[src/rtl/refcounted_page_op_hash_table_defines.svh]
// Assertion macros for the refcounted page-op hash table.
// Included by the modules that carry concurrent checks; no other dependencies.
`ifndef REFCOUNTED_PAGE_OP_HASH_TABLE_DEFINES_SVH
`define REFCOUNTED_PAGE_OP_HASH_TABLE_DEFINES_SVH
`ifndef SYNTHESIS
// same-cycle implication
`define RPHT_ASSERT_IMP(lbl, clk, rstn, ante, cons) \
    lbl: assert property (@(posedge clk) disable iff (!rstn) (ante) |-> (cons)) \
        else $error("rpht check failed");
// next-cycle implication
`define RPHT_ASSERT_NXT(lbl, clk, rstn, ante, cons) \
    lbl: assert property (@(posedge clk) disable iff (!rstn) (ante) |=> (cons)) \
        else $error("rpht check failed");
`else
`define RPHT_ASSERT_IMP(lbl, clk, rstn, ante, cons)
`define RPHT_ASSERT_NXT(lbl, clk, rstn, ante, cons)
`endif
`endif

[src/rtl/rpht_pkg.sv]
// Shared types and constants for the refcounted page-op hash table.
// No dependencies.
`timescale 1ns / 1ps
package rpht_pkg;

    localparam int BUCKETS_DEF    = 32;
    localparam int ENTRIES_DEF    = 64;
    localparam int PAGE_SHIFT_DEF = 12;

    localparam int HASH_W   = 10;   // widest bucket index over the bucket count range
    localparam int S_DATA_W = 88;
    localparam int M_DATA_W = 40;
    localparam logic [15:0] REF_MAX = 16'hFFFF;

    typedef enum logic [1:0] {
        FN_GET     = 2'd0,
        FN_CHECK   = 2'd1,
        FN_RELEASE = 2'd2,
        FN_NONE    = 2'd3
    } func_t;

    typedef enum logic [3:0] {
        ST_CREATED   = 4'd0,
        ST_FOUND     = 4'd1,
        ST_ABSENT    = 4'd2,
        ST_REFUSED   = 4'd3,
        ST_FULL      = 4'd4,
        ST_KEPT      = 4'd5,
        ST_FREED     = 4'd6,
        ST_BADHANDLE = 4'd7,
        ST_SATURATED = 4'd8
    } status_t;

    typedef enum logic [1:0] {
        F_IDLE,
        F_HASH,
        F_PUSH
    } fstate_t;

    typedef enum logic [3:0] {
        B_IDLE,
        B_DISP,
        B_FIND_RD,
        B_FIND_CHK,
        B_SCAN,
        B_REL_CHK,
        B_UNL_RD,
        B_UNL_CHK,
        B_OUT
    } bstate_t;

    typedef struct packed {
        func_t             func;
        logic              key_kind;
        logic [31:0]       key_high;
        logic [31:0]       key_low;
        logic [7:0]        op_kind;
        logic              first_only;
        logic [5:0]        handle;
        logic [HASH_W-1:0] bucket;
    } cmd_t;

endpackage

[src/rtl/rpht_queue.sv]
// Two-deep command queue between the front end and the table engine.
// Depends on rpht_pkg.
`timescale 1ns / 1ps
module rpht_queue (
    input  logic           aclk,
    input  logic           aresetn,
    input  logic           in_valid,
    output logic           in_ready,
    input  rpht_pkg::cmd_t in_cmd,
    output logic           out_valid,
    input  logic           out_ready,
    output rpht_pkg::cmd_t out_cmd
);

    rpht_pkg::cmd_t mem_reg [2];
    logic       wr_ptr_reg, wr_ptr_next;
    logic       rd_ptr_reg, rd_ptr_next;
    logic [1:0] count_reg, count_next;
    logic       push, pop;

    assign in_ready  = (count_reg != 2'd2);
    assign out_valid = (count_reg != 2'd0);
    assign out_cmd   = mem_reg[rd_ptr_reg];
    assign push      = in_valid && in_ready;
    assign pop       = out_valid && out_ready;

    always_comb begin
        wr_ptr_next = push ? ~wr_ptr_reg : wr_ptr_reg;
        rd_ptr_next = pop ? ~rd_ptr_reg : rd_ptr_reg;
        count_next  = count_reg + {1'b0, push} - {1'b0, pop};
    end

    always_ff @(posedge aclk) begin
        if (!aresetn) begin
            wr_ptr_reg <= 1'b0;
            rd_ptr_reg <= 1'b0;
            count_reg  <= 2'd0;
        end else begin
            wr_ptr_reg <= wr_ptr_next;
            rd_ptr_reg <= rd_ptr_next;
            count_reg  <= count_next;
        end
        if (push) begin
            mem_reg[wr_ptr_reg] <= in_cmd;
        end
    end

endmodule

[config.mk]
export PLATFORM = sky130hd
export DESIGN_NAME = rpht_queue
export DESIGN_NICKNAME = d
export VERILOG_FILES = /design/src/rtl/refcounted_page_op_hash_table_defines.svh /design/src/rtl/rpht_pkg.sv /design/src/rtl/rpht_queue.sv
export SDC_FILE = /design/constraint.sdc
export NUM_CORES = 1
export LEC_CHECK = 0
export ABC_CLOCK_PERIOD_IN_PS = 8000
export BUFFER_PORTS_ARGS = -buffer_cell sky130_fd_sc_hd__clkbuf_2
export CAP_MARGIN = 5
export CORE_MARGIN = 2
export CORE_UTILIZATION = 40
export DETAILED_ROUTE_END_ITERATION = 16
export PLACE_DENSITY_LB_ADDON = 0.1
export SYNTH_ARGS = -nofsm -noshare
export SYNTH_HDL_FRONTEND = slang
export SYNTH_SLANG_ARGS = --single-unit
export TNS_END_PERCENT = 5
[constraint.sdc]
create_clock -name aclk -period 8 [get_ports aclk]
set_input_delay 1.6 -clock aclk [delete_from_list [all_inputs] [get_ports aclk]]
set_output_delay 1.6 -clock aclk [all_outputs]
set_load 0.02 [all_outputs]
==> metrics list, run 1 <==
* Status: completed
- Clock tree from TritonCTS: built
- In this run, the number of DRC markers left after iteration 0 of detailed routing was 171.
- Number of instances in the synthesized netlist: 310
- Maximum number of pins on one net before global-route repair: 70
- Number of flip-flops and latches in the synthesized netlist: 189
- In the finished design, the share of the clock period the worst path needs comes to 0.5439.
* Part of the power in combinational logic: 0.274
* Reg2Reg Capture Point: mem_reg[0][75]
- After clock tree synthesis, the flow added hold-fix buffers numbering 0.
* Initial antenna violation count: 1
* Reg-to-reg startpoint: count_reg[0]
* Tmin final: 4.351 ns
* Maximum VDD drop: 0.0001633 V
- Die boundary width: 138.8 um
- After floorplanning, the core was sized to cover 17900 um2.
- Drc violations: 0
- In the final layout, the multi-input gates occupy 1479 um2.
- Number of failing setup endpoints in the final timing report: 0
- Design Power: 2.858 mW
* Reg-to-reg setup timing slack: 5.70 ns
* Congestion Overflow GR: 0
- Of the total power, the share spent switching nets is 0.2909.
* Max capacitance violation total: 0
- Global placer's final weighted congestion: 0.6708
- CP startpoint kind: flop
- Number of resized instances in the post-cts repair step: 0
- Post-synthesis share of cell area spent on and, or, nand and nor gates: 0.008431
* Sequential standard cell area: 5629 um2
- Largest fanout of any net on the critical path: 48
- CTS placed an instance of clkbuf_16 at the clock tree root.
- The clock net in this run drives a total of 189 sinks.
- Of the total power, the clock network draws 0.266.
* Maximum achievable frequency: 229.8 MHz
- Post-CTS Setup Bufs: 0
* Final-report hold violation count: 0
* Least-Margin Pin Slew: 0.9742 ns
- In this run the cell area of the synthesized design comes to 7272 um2.
- On the final layout, the worst hold slack is 0.5277 ns.
- All-layer global routing usage: 0.1322
* Static Leak: 3.502 nW
- Post-Layout Cell Count: 754
- Setup total negative slack on the finished layout was measured at 0 ns.
- Average size of a mapped cell: 23.46 um2
* Sequential group share of total power: 0.460
- Power density normalized to cell area: 320.8 nW/um2
- Latest clock arrival within the worst-skew pair: 0.42 ns
- Die area: 19270 um2
- Share of post-route cells with drive strength above 1: 0.6011
* Max-slew violation count: 0
* Data arrival time of the worst path: 2.75 ns
- Reg clk slew, reported paths: 0.06 ns
- The number of different library cells used by synthesis comes to 19.
- The final route contains 3446 vias.
- Final instance area: 8911 um2
* Compound-cell area share of the yosys netlist: 0.001032
- Worst setup slack before clock tree synthesis: 4.020 ns
- Path type of the worst min-delay path: flop to flop
- FF-to-FF path depth: 4
* Post-route antenna net violation count: 0
* Worst EP required: 6.40 ns
* Combinational family with the most area after synthesis: multiplexers
- Sw power: 0.8314 mW
- Number of detailed-route iterations in the first pass: 4
* HPWL after DPL: 8166 um
- Worst Setup Path Type: flop to primary output
* Hold Crit Depth: 2
- Of the total synthesized cell area, the portion taken by full adders, half adders and majority gates is 0.003441.
- CTS Buf Count: 17
* Syn_nets: 408
- Measured on the finished design, the core utilization comes to 0.4978.
- Setup slack closes at 3.649 ns.
- Mux contribution to synthesized area: 0.1851
* Max-Slew Margin vs Limit: 0.3505
* Post-DR vias/cell: 4.570
- Final Routed Wirelength: 12420 um
- For the final database, setup skew stands at 0.009950 ns.
- During placement, the flow inserted port buffers numbering 189.
* Endpoint kind of the worst setup timing path: primary output
- Source of the worst hold timing path: wr_ptr_reg
- The H-tree generated during clock tree synthesis spans 4 levels.
- Cell internal power was estimated by the tool at 2.027 mW.
- First-pass GRT wire length: 19210 um
- The floorplan has 49 rows.
- Nets@finish: 610
- P&R area growth vs syn: 22.54%
- The floorplan step set the die height to 138.8 um.
- The initial utilization of the core area, before any placement, comes to 0.4062.
* Placed standard-cell area: 8374 um2
* Post-synthesis xor/xnor area fraction: 0.003613
- Seq/Total Area, Yosys: 0.7736
- Inst Count DP: 722
* Via count of the first global-routing pass: 3628
* Worst min-delay path endpoint: wr_ptr_reg
- I/O Pins: 190
- Counting the fill cells in the layout gives 1544.
* Unrepaired setup endpoints after global routing: false
- The clock passes through at most 2 buffers.
- Largest register FFs: 184
* Count of warnings emitted by yosys: 0
- In the final routed layout, each cell accounts on average for 16.47 um.
==> worst max path at each step <==
stage,cells after the start,start,endpoint
global route,3,flop,out_cmd[91]
CTS,3,flop,out_cmd[7]
global placement,3,flop,out_cmd[8]
floorplan,2,in_valid,mem_reg[0][0]
detailed placement,3,flop,out_cmd[7]
finish,3,flop,out_cmd[6]
==> cells in the mapped netlist <==
library cell,count,area share
buf_12,8,0.022
and3_1,1,0.00086
inv_1,1,0.00052
mux2_4,80,0.17
or2_2,1,0.00086
buf_2,1,0.00069
xnor2_1,3,0.0036
edfxtp_1,184,0.76
nand2b_1,2,0.0017
ha_1,2,0.0034
and2_1,2,0.0017
o21a_1,1,0.0010
nor2_1,1,0.00052
mux2i_1,1,0.0014
nand2_1,2,0.0010
dfxtp_1,5,0.014
nor2b_1,2,0.0017
buf_6,1,0.0015
mux2_2,12,0.019
==> routing by layer <==
| metal | vias up | GRT usage | share of wire |
|---|---|---|---|
| met4 | 0 | 0.05901 | 0.020 |
| met1 | 1685 | 0.1545 | 0.40 |
| met2 | 113 | 0.2167 | 0.50 |
| met5 | - | 0 | 0 |
| li1 | 1631 | - | - |
| met3 | 17 | 0.05214 | 0.076 |
==> cells by family (layout without fill, tap and decap cells) <==
| family | after synthesis | after routing |
|---|---|---|
| other | 0 | 1 |
| adders and majority gates | 2 | 2 |
| and+or+nand+nor | 11 | 11 |
| xor gates and xnor gates | 3 | 3 |
| AOI/OAI and AO/OA | 1 | 1 |
| buffers and inverters | 11 | 225 |
| DFF | 189 | 189 |
| muxes | 93 | 93 |
==> critical path, cell delays in order, from the launching register on <==
cell,delay (ns)
dfxtp_4,0.88
buf_4,0.79
mux2_2,0.42
clkbuf_2,0.15
==> power by group through the flow <==
stage / clock network [mW] / logic, mW / registers, mW
floorplan: 0 / 0.652 / 1.31
global placement: 0 / 0.794 / 1.34
detailed placement: 0 / 0.799 / 1.34
CTS: 0.785 / 0.801 / 1.32
global route: 0.822 / 0.840 / 1.33
finish: 0.759 / 0.783 / 1.32
==> cells in the final DEF, fill, tap and decap left out, drive strengths merged <==
cell | netlist | routed
and2 | 2 | 2
and3 | 1 | 1
buf | 10 | 4
bufinv | 0 | 1
clkbuf | 0 | 209
clkinv | 0 | 8
clkinvlp | 0 | 2
dfxtp | 5 | 5
diode | 0 | 1
edfxtp | 184 | 184
ha | 2 | 2
inv | 1 | 1
mux2 | 92 | 92
mux2i | 1 | 1
nand2 | 2 | 2
nand2b | 2 | 2
nor2 | 1 | 1
nor2b | 2 | 2
o21a | 1 | 1
or2 | 1 | 1
xnor2 | 3 | 3
==> area by class of cell <==
class | count | share of cell area
repair buffers | 193 | 0.1095
multi-input cells | 110 | 0.1660
flip-flops and latches | 189 | 0.6317
inverters | 1 | 0.0004212
clock buffers | 20 | 0.04900
well taps | 229 | 0.03215
diodes | 1 | 0.0002808
clock inverters | 11 | 0.01095
(Power assumes the default switching activity.)
==> inputs of run 2 (changes only) <==
--- a/config.mk
+++ b/config.mk
@@ -5,7 +5,7 @@
 export SDC_FILE = /design/constraint.sdc
 export NUM_CORES = 1
 export LEC_CHECK = 0
-export ABC_CLOCK_PERIOD_IN_PS = 8000
+export ABC_CLOCK_PERIOD_IN_PS = 4100
 export BUFFER_PORTS_ARGS = -buffer_cell sky130_fd_sc_hd__clkbuf_2
 export CAP_MARGIN = 5
 export CORE_MARGIN = 2
==> constraint.sdc (replaced) <==
create_clock -name aclk -period 4.1 [get_ports aclk]
set_input_delay 0.82 -clock aclk [delete_from_list [all_inputs] [get_ports aclk]]
set_output_delay 0.82 -clock aclk [all_outputs]
set_load 0.02 [all_outputs]
==> run 2 against run 1 <==
  * Sequential share of layout area shrank 0.60 points
  * Critical endpoint is now out_cmd[42]
  * Critical path type unchanged
  * Count of clock-buffer cells in the layout down 2
  * Non-clock buffer count unchanged
  * Sequential cell count unchanged
==> metrics list, run 2 (same netlist as run 1, synthesis figures left out) <==
* Number of resized instances in the post-cts repair step: 0 (unchanged)
- The deepest level of the CTS H-tree is 4 (unchanged).
- Path type of the worst min-delay path: flop to flop
- The buffers plus inverters on the worst setup path came to 2 (unchanged).
* Reg clk slew, reported paths: 0.06 ns (about the same)
- The ratio of cells with drive above 1 in the final layout came to 0.6057 (+0.004569).
- The detailed placement HPWL was 8274 um (+1.3%).
- Max-Slew Margin vs Limit: 0.4367 (+0.08622)
* P&R area growth vs syn: 23.71%
* Number of detailed-route iterations in the first pass: 4 (unchanged)
* Max capacitance violation total: 0 (unchanged)
* Via count of the first global-routing pass: 3579 (-1.4%)
- The number of endpoints with negative hold slack in the final report came to 0 (unchanged).
- Maximum achievable frequency: 334.3 MHz
- I/O Pins: 190 (unchanged)
- The total power density per cell area was 638.7 nW/um2 (+99%).
* Number of failing setup endpoints in the final timing report: 0 (unchanged)
- The height of the die is 138.8 um (unchanged).
- The sink count of the clock tree is 189 (unchanged).
* Static Leak: 3.531 nW (+0.84%)
- The clock latency on the worst-skew pair came to 0.42 ns (about the same).
* Worst-path cell with the longest stage delay: dfxtp_4
- The maximum resistive drop on vdd is 0.0003038 V (+86%).
- The total design power was 5.746 mW (+100%).
* Post-route antenna net violation count: 0 (unchanged)
- Maximum number of pins on one net before global-route repair: 63 (-10%)
- First-pass GRT wire length: 19240 um (+0.18%)
- The clock skew after layout is 0.008531 ns (-0.001418 ns).
* Critical path's top delay family: flip-flops
* Most frequent standard cell in the layout excluding fill and tap cells: clkbuf_2
- The number of buffers added for setup after CTS was 0 (unchanged).
- The standard-cell row count is 49 (unchanged).
- The arrival time of the worst setup path was 2.17 ns (-0.58 ns).
- Die area: 19270 um2 (unchanged)
- Hold-fix buffer count after cts: 0 (unchanged)
- Drc violations: 0 (unchanged)
- CP startpoint kind: flop
- The number of antenna violations at the first check in global routing was 0 (-1).
* Number of input and output port buffers inserted: 189 (unchanged)
* CTS Buf Count: 17 (unchanged)
- STA classifies the critical path endpoint as a primary output.
- Root buffer selected by CTS: clkbuf_16
* Filler Cells Inserted: 1507 (-2.4%)
- The worst-case clock buffer depth came to 2 (unchanged).
- The starting density of the core is 0.4062 (unchanged).
- Multi-input combinational cell area: 1479 um2 (unchanged)
* Largest register FFs: 184 (unchanged)
- The worst path required time was 3.28 ns (-3.12 ns).
- The detailed router's first-iteration violation count is 166 (-2.9%).
- The total negative setup slack came to 0 ns (unchanged).
* Congestion Overflow GR: 0 (unchanged)
* Sequential standard cell area: 5629 um2 (unchanged)
* Max-slew violation count: 0 (unchanged)
- Of the available clock period, the critical path in the final layout requires 0.7295.
* All-layer global routing usage: 0.1322 (about the same)
* Final Routed Wirelength: 12550 um (+1.1%)
- Post-DR vias/cell: 4.542 (-0.61%)
* Tmin final: 2.991 ns
* Least-Margin Pin Slew: 0.8449 ns (-0.1293 ns)
- Global placer's final weighted congestion: 0.6840 (+2.0%)
- Worst Setup Path Type: flop to primary output
* Clock tree from TritonCTS: built
- Die boundary width: 138.8 um (unchanged)
- Status: completed
- The number of antenna cells inserted was 0 (-1).
- Largest fanout of any net on the critical path: 62 (+29%)
- The signal on the critical path passes through buf_12 > mux2_4 > clkbuf_2.
* Unrepaired setup endpoints after global routing: false
- The total via count after detailed routing came to 3425 (-0.61%).
* Nets@finish: 610 (unchanged)
* Detailed-route wire length per cell: 16.65 um (+1.1%)
* Core area: 17900 um2 (unchanged)
* Slowest Stage Delay on Critical Path: 0.69 ns (-0.19 ns)
- Commonest non-fill, non-tap cells in the layout: clkbuf_2, edfxtp_1, mux2_4
-- run 2: power by group --
part           switching (mW)  internal (mW)  total (mW)
logic                   0.869          0.701        1.57
registers               0.111           2.43        2.54
clock network           0.678          0.959        1.64
total                    1.66           4.09        5.75
-- run 2: final timing paths --
path	end	start	cells after the start	slack [ns]
max	out_cmd[42]	flop	3	1.11
min	wr_ptr_reg	wr_ptr_reg	2	0.53
max reg2reg	mem_reg[1][8]	count_reg[0]	3	2.18
min reg2reg	wr_ptr_reg	wr_ptr_reg	2	0.53
-- run 2: worst reg2reg max path, delay by kind of cell, from the launching register on --
family                 cells  cell delay (ns)
AND/OR/NAND/NOR            2             0.78
buffers and inverters      1             0.38
flip-flops                 1             0.37
-- run 2: area by class of cell --
class / instances / area share
Sequential cell: 189 / 0.6257
Multi-Input combinational cell: 110 / 0.1644
Timing Repair Buffer: 193 / 0.1113
Clock buffer: 18 / 0.04771
Tap cell: 229 / 0.03185
Clock inverter: 14 / 0.01864
Inverter: 1 / 0.0004172
-- run 2: per-layer routing --
layer | share of wire | GRT usage
met2 | 0.49 | 0.2113
met5 | 0 | 0
met1 | 0.43 | 0.1649
met3 | 0.069 | 0.04593
met4 | 0.016 | 0.05582
-- run 2: per-stage QoR --
| stage | setup slack, ns | std cells | hold WS (ns) | utilization | cell area [um2] |
|---|---|---|---|---|---|
| after global placement | 1.504 | 722 | 0.5077 | 0.4692 | 8399 |
| after global routing | 0.9961 | 754 | 0.5634 | 0.5025 | 8996 |
| final | 1.109 | 754 | 0.5345 | 0.5025 | 8996 |
| after detailed placement | 1.517 | 722 | 0.5158 | 0.4692 | 8399 |
| after CTS | 1.057 | 754 | 0.5309 | 0.5025 | 8996 |
| after floorplan | 0.3505 | 310 | 0.4660 | - | 7274 |
==> inputs of run 3 (changes only) <==
--- a/config.mk
+++ b/config.mk
@@ -5,7 +5,7 @@
 export SDC_FILE = /design/constraint.sdc
 export NUM_CORES = 1
 export LEC_CHECK = 0
-export ABC_CLOCK_PERIOD_IN_PS = 4100
+export ABC_CLOCK_PERIOD_IN_PS = 2500
 export BUFFER_PORTS_ARGS = -buffer_cell sky130_fd_sc_hd__clkbuf_2
 export CAP_MARGIN = 5
 export CORE_MARGIN = 2
==> constraint.sdc (replaced) <==
create_clock -name aclk -period 2.5 [get_ports aclk]
set_input_delay 0.5 -clock aclk [delete_from_list [all_inputs] [get_ports aclk]]
set_output_delay 0.5 -clock aclk [all_outputs]
set_load 0.02 [all_outputs]
==> run 3 against run 2 <==
  * Largest cell class unchanged
  * Critical endpoint is now out_cmd[45]
  * Core utilization up 0.89 points
  * Sequential power rose by 63%
  * Count of clock-buffer cells in the layout shrank 1
  * Clock skew about the same
==> metrics list, run 3 (same netlist as run 1, synthesis figures left out) <==
- Status: completed
- Setup TNS after final layout: 0 ns (unchanged)
- The number of buffers inserted by port buffering is 189 (unchanged).
- The remaining antenna violation count after routing is 0 (unchanged).
- The path depth of the worst reg2reg path was 3 (unchanged).
- HPWL after DPL: 8507 um (+2.8%)
- The sink count of the clock tree is 189 (unchanged).
- The starting density of the core came to 0.4062 (unchanged).
- The number of cells upsized or downsized after cts came to 0 (unchanged).
- P&R area growth vs syn: 25.89%
- Nets@finish: 615 (+0.82%)
* Number of failing setup endpoints in the final timing report: 0 (unchanged)
* Global placer's final weighted congestion: 0.7249 (+6.0%)
- Final-report hold violation count: 0 (unchanged)
- The signal on the critical path passes through buf_12 > mux2_4 > clkbuf_2.
- Root buffer selected by CTS: clkbuf_16
* Initial antenna violation count: 0 (unchanged)
- The total power density per cell area was 1075 nW/um2 (+68%).
- Reg-to-reg setup timing slack: 0.75 ns (-1.43 ns)
* Path type of the worst min-delay path: input port to flop
* Data arrival time of the worst path: 1.81 ns (-0.36 ns)
- The relative max-transition margin came to 0.6542 (+0.2174).
- Hold Crit Depth: 1 (-1)
* Worst EP required: 2.00 ns (-1.28 ns)
- Worst min-delay path endpoint: mem_reg[1][24]
- Maximum achievable frequency: 433.4 MHz
- Max-slew violation count: 0 (unchanged)
- Final setup skew: 0.008563 ns (+0.00003222 ns)
* Die boundary width: 138.8 um (unchanged)
* CP startpoint kind: flop
* Number of antenna repair diodes: 0 (unchanged)
- The total length of routed wires is 12710 um (+1.2%).
- The total via count after detailed routing is 3541 (+3.4%).
- Unrepaired setup endpoints after global routing: false
- Largest fanout of any net on the critical path: 33 (-47%)
* Worst-path cell with the longest stage delay: dfxtp_4
- The remaining routing DRC violations came to 0 (unchanged).
- The standard-cell row count is 49 (unchanged).
- Worst Setup Path Type: flop to primary output
- The number of buffers created by CTS was 17 (unchanged).
- The remaining global-route overflow was 0 (unchanged).
- I/O Pins: 190 (unchanged)
- Die area: 19270 um2 (unchanged)
- The internal power contribution came to 7.079 mW (+73%).
* Clock tree from TritonCTS: built
- The actual slew at the worst max-slew pin is 0.5188 ns (-0.3261 ns).
- H-tree depth: 4 (unchanged)
* Reg-to-reg startpoint: count_reg[0]
- Endpoint kind of the worst setup timing path: primary output
- The via count of the first global-routing pass is 3729 (+4.2%).
- In the finished design, the share of the clock period the worst path needs comes to 0.9228.
- Most frequent standard cell in the layout excluding fill and tap cells: clkbuf_2
- The net switching power came to 2.766 mW (+67%).
* Detailed-route wire length per cell: 16.74 um (+0.57%)
- The longest individual stage delay on the worst path was 0.55 ns (-0.14 ns).
- The clock period could shrink to 2.307 ns.
- The worst-case clock buffer depth is 2 (unchanged).
- Static Leak: 3.617 nW (+2.4%)
* Maximum VDD drop: 0.0005276 V (+74%)
- Reg clk slew, reported paths: 0.07 ns (about the same)
* Reg2Reg Capture Point: mem_reg[1][69]
- Switching part of the total power: 0.2810 (-0.007574)
- The height of the die came to 138.8 um (unchanged).
- Number of detailed-route iterations in the first pass: 4 (unchanged)
- The clock latency on the worst-skew pair was 0.42 ns (about the same).
- Core area: 17900 um2 (unchanged)
* Hold-fix buffer count after cts: 0 (unchanged)
- The power share of the sequential group is 0.419 (-0.023).
* Post-Layout Cell Count: 759 (+0.66%)
- Post-DR vias/cell: 4.665 (+2.7%)
* Number of DRC markers after the initial detailed-route iteration: 181 (+9.0%)
- Maximum number of pins on one net before global-route repair: 67 (+6.3%)
* Share of power burned in the clock network: 0.309 (+0.024)
- First-pass GRT wire length: 19640 um (+2.1%)
* Share of post-route cells with drive strength above 1: 0.6151 (+0.009380)
- The count of maximum capacitance violations came to 0 (unchanged).
* All-layer global routing usage: 0.1332 (+0.0009942)
- Source of the worst hold timing path: in_cmd[24]
- The part of the total power dissipated in combinational logic was 0.271 (-0.002).
- The number of buffers added for setup after CTS came to 0 (unchanged).
- Largest register FFs: 184 (unchanged)
- Commonest non-fill, non-tap cells in the layout: clkbuf_2, edfxtp_1, mux2_4
- Inst Count DP: 727 (+0.69%)
[run 3: how the worst max path moves through the flow]
stage,from,endpoint,slack [ns],depth (start not counted)
2_1_floorplan,count_reg[0],mem_reg[0][0],0.0008,3
3_3_place_gp,flop,out_cmd[49],0.63,3
3_5_place_dp,flop,out_cmd[45],0.62,3
4_1_cts,flop,out_cmd[45],0.16,3
5_1_grt,flop,out_cmd[45],0.09,3
6_report,flop,out_cmd[45],0.19,3
[run 3: per-layer routing]
metal  GRT usage  share of wire  up-vias
met5           0              0        -
met4     0.05476          0.020        0
met3     0.05283          0.073       19
met2      0.2237           0.51      136
met1      0.1527           0.40     1739
li1            -              -     1647
[run 3: critical path: cells and delay by family, from the launching register on]
| family | cells | cell delay, ns |
|---|---|---|
| flops | 1 | 0.55 |
| mux | 1 | 0.34 |
| buf+inv | 2 | 0.46 |
[run 3: final cells by class]
class	instances	area, um2
fillers	1494	8747
clock inverters	15	252.7
multi-input cells	110	1481
clock buffers	17	425.4
repair buffers	198	1076
inverters	1	3.754
well taps	229	286.5
flip-flops and latches	189	5629
[run 3: power by group through the flow]
stage	Clock, mW	Combinational, mW	Sequential, mW
after detailed placement	0	2.72	4.20
after floorplan	0	2.09	4.14
after CTS	3.12	2.73	4.14
after global routing	3.23	2.85	4.18
final	3.05	2.67	4.13
after global placement	0	2.70	4.19
[run 3: metrics by stage]
| step | instance area, um2 | util | power, mW | hold WS [ns] | worst slack, ns |
|---|---|---|---|---|---|
| after global placement | 8477 | 0.4735 | 6.892 | 0.5063 | 0.6305 |
| after global routing | 9155 | 0.5114 | 10.26 | 0.2447 | 0.09362 |
| final | 9155 | 0.5114 | 9.845 | 0.2658 | 0.1929 |
| after detailed placement | 8477 | 0.4735 | 6.929 | 0.5257 | 0.6156 |
| after CTS | 9155 | 0.5114 | 9.985 | 0.2421 | 0.1555 |
| after floorplan | 7283 | - | 6.232 | 0.4868 | 0.0008298 |
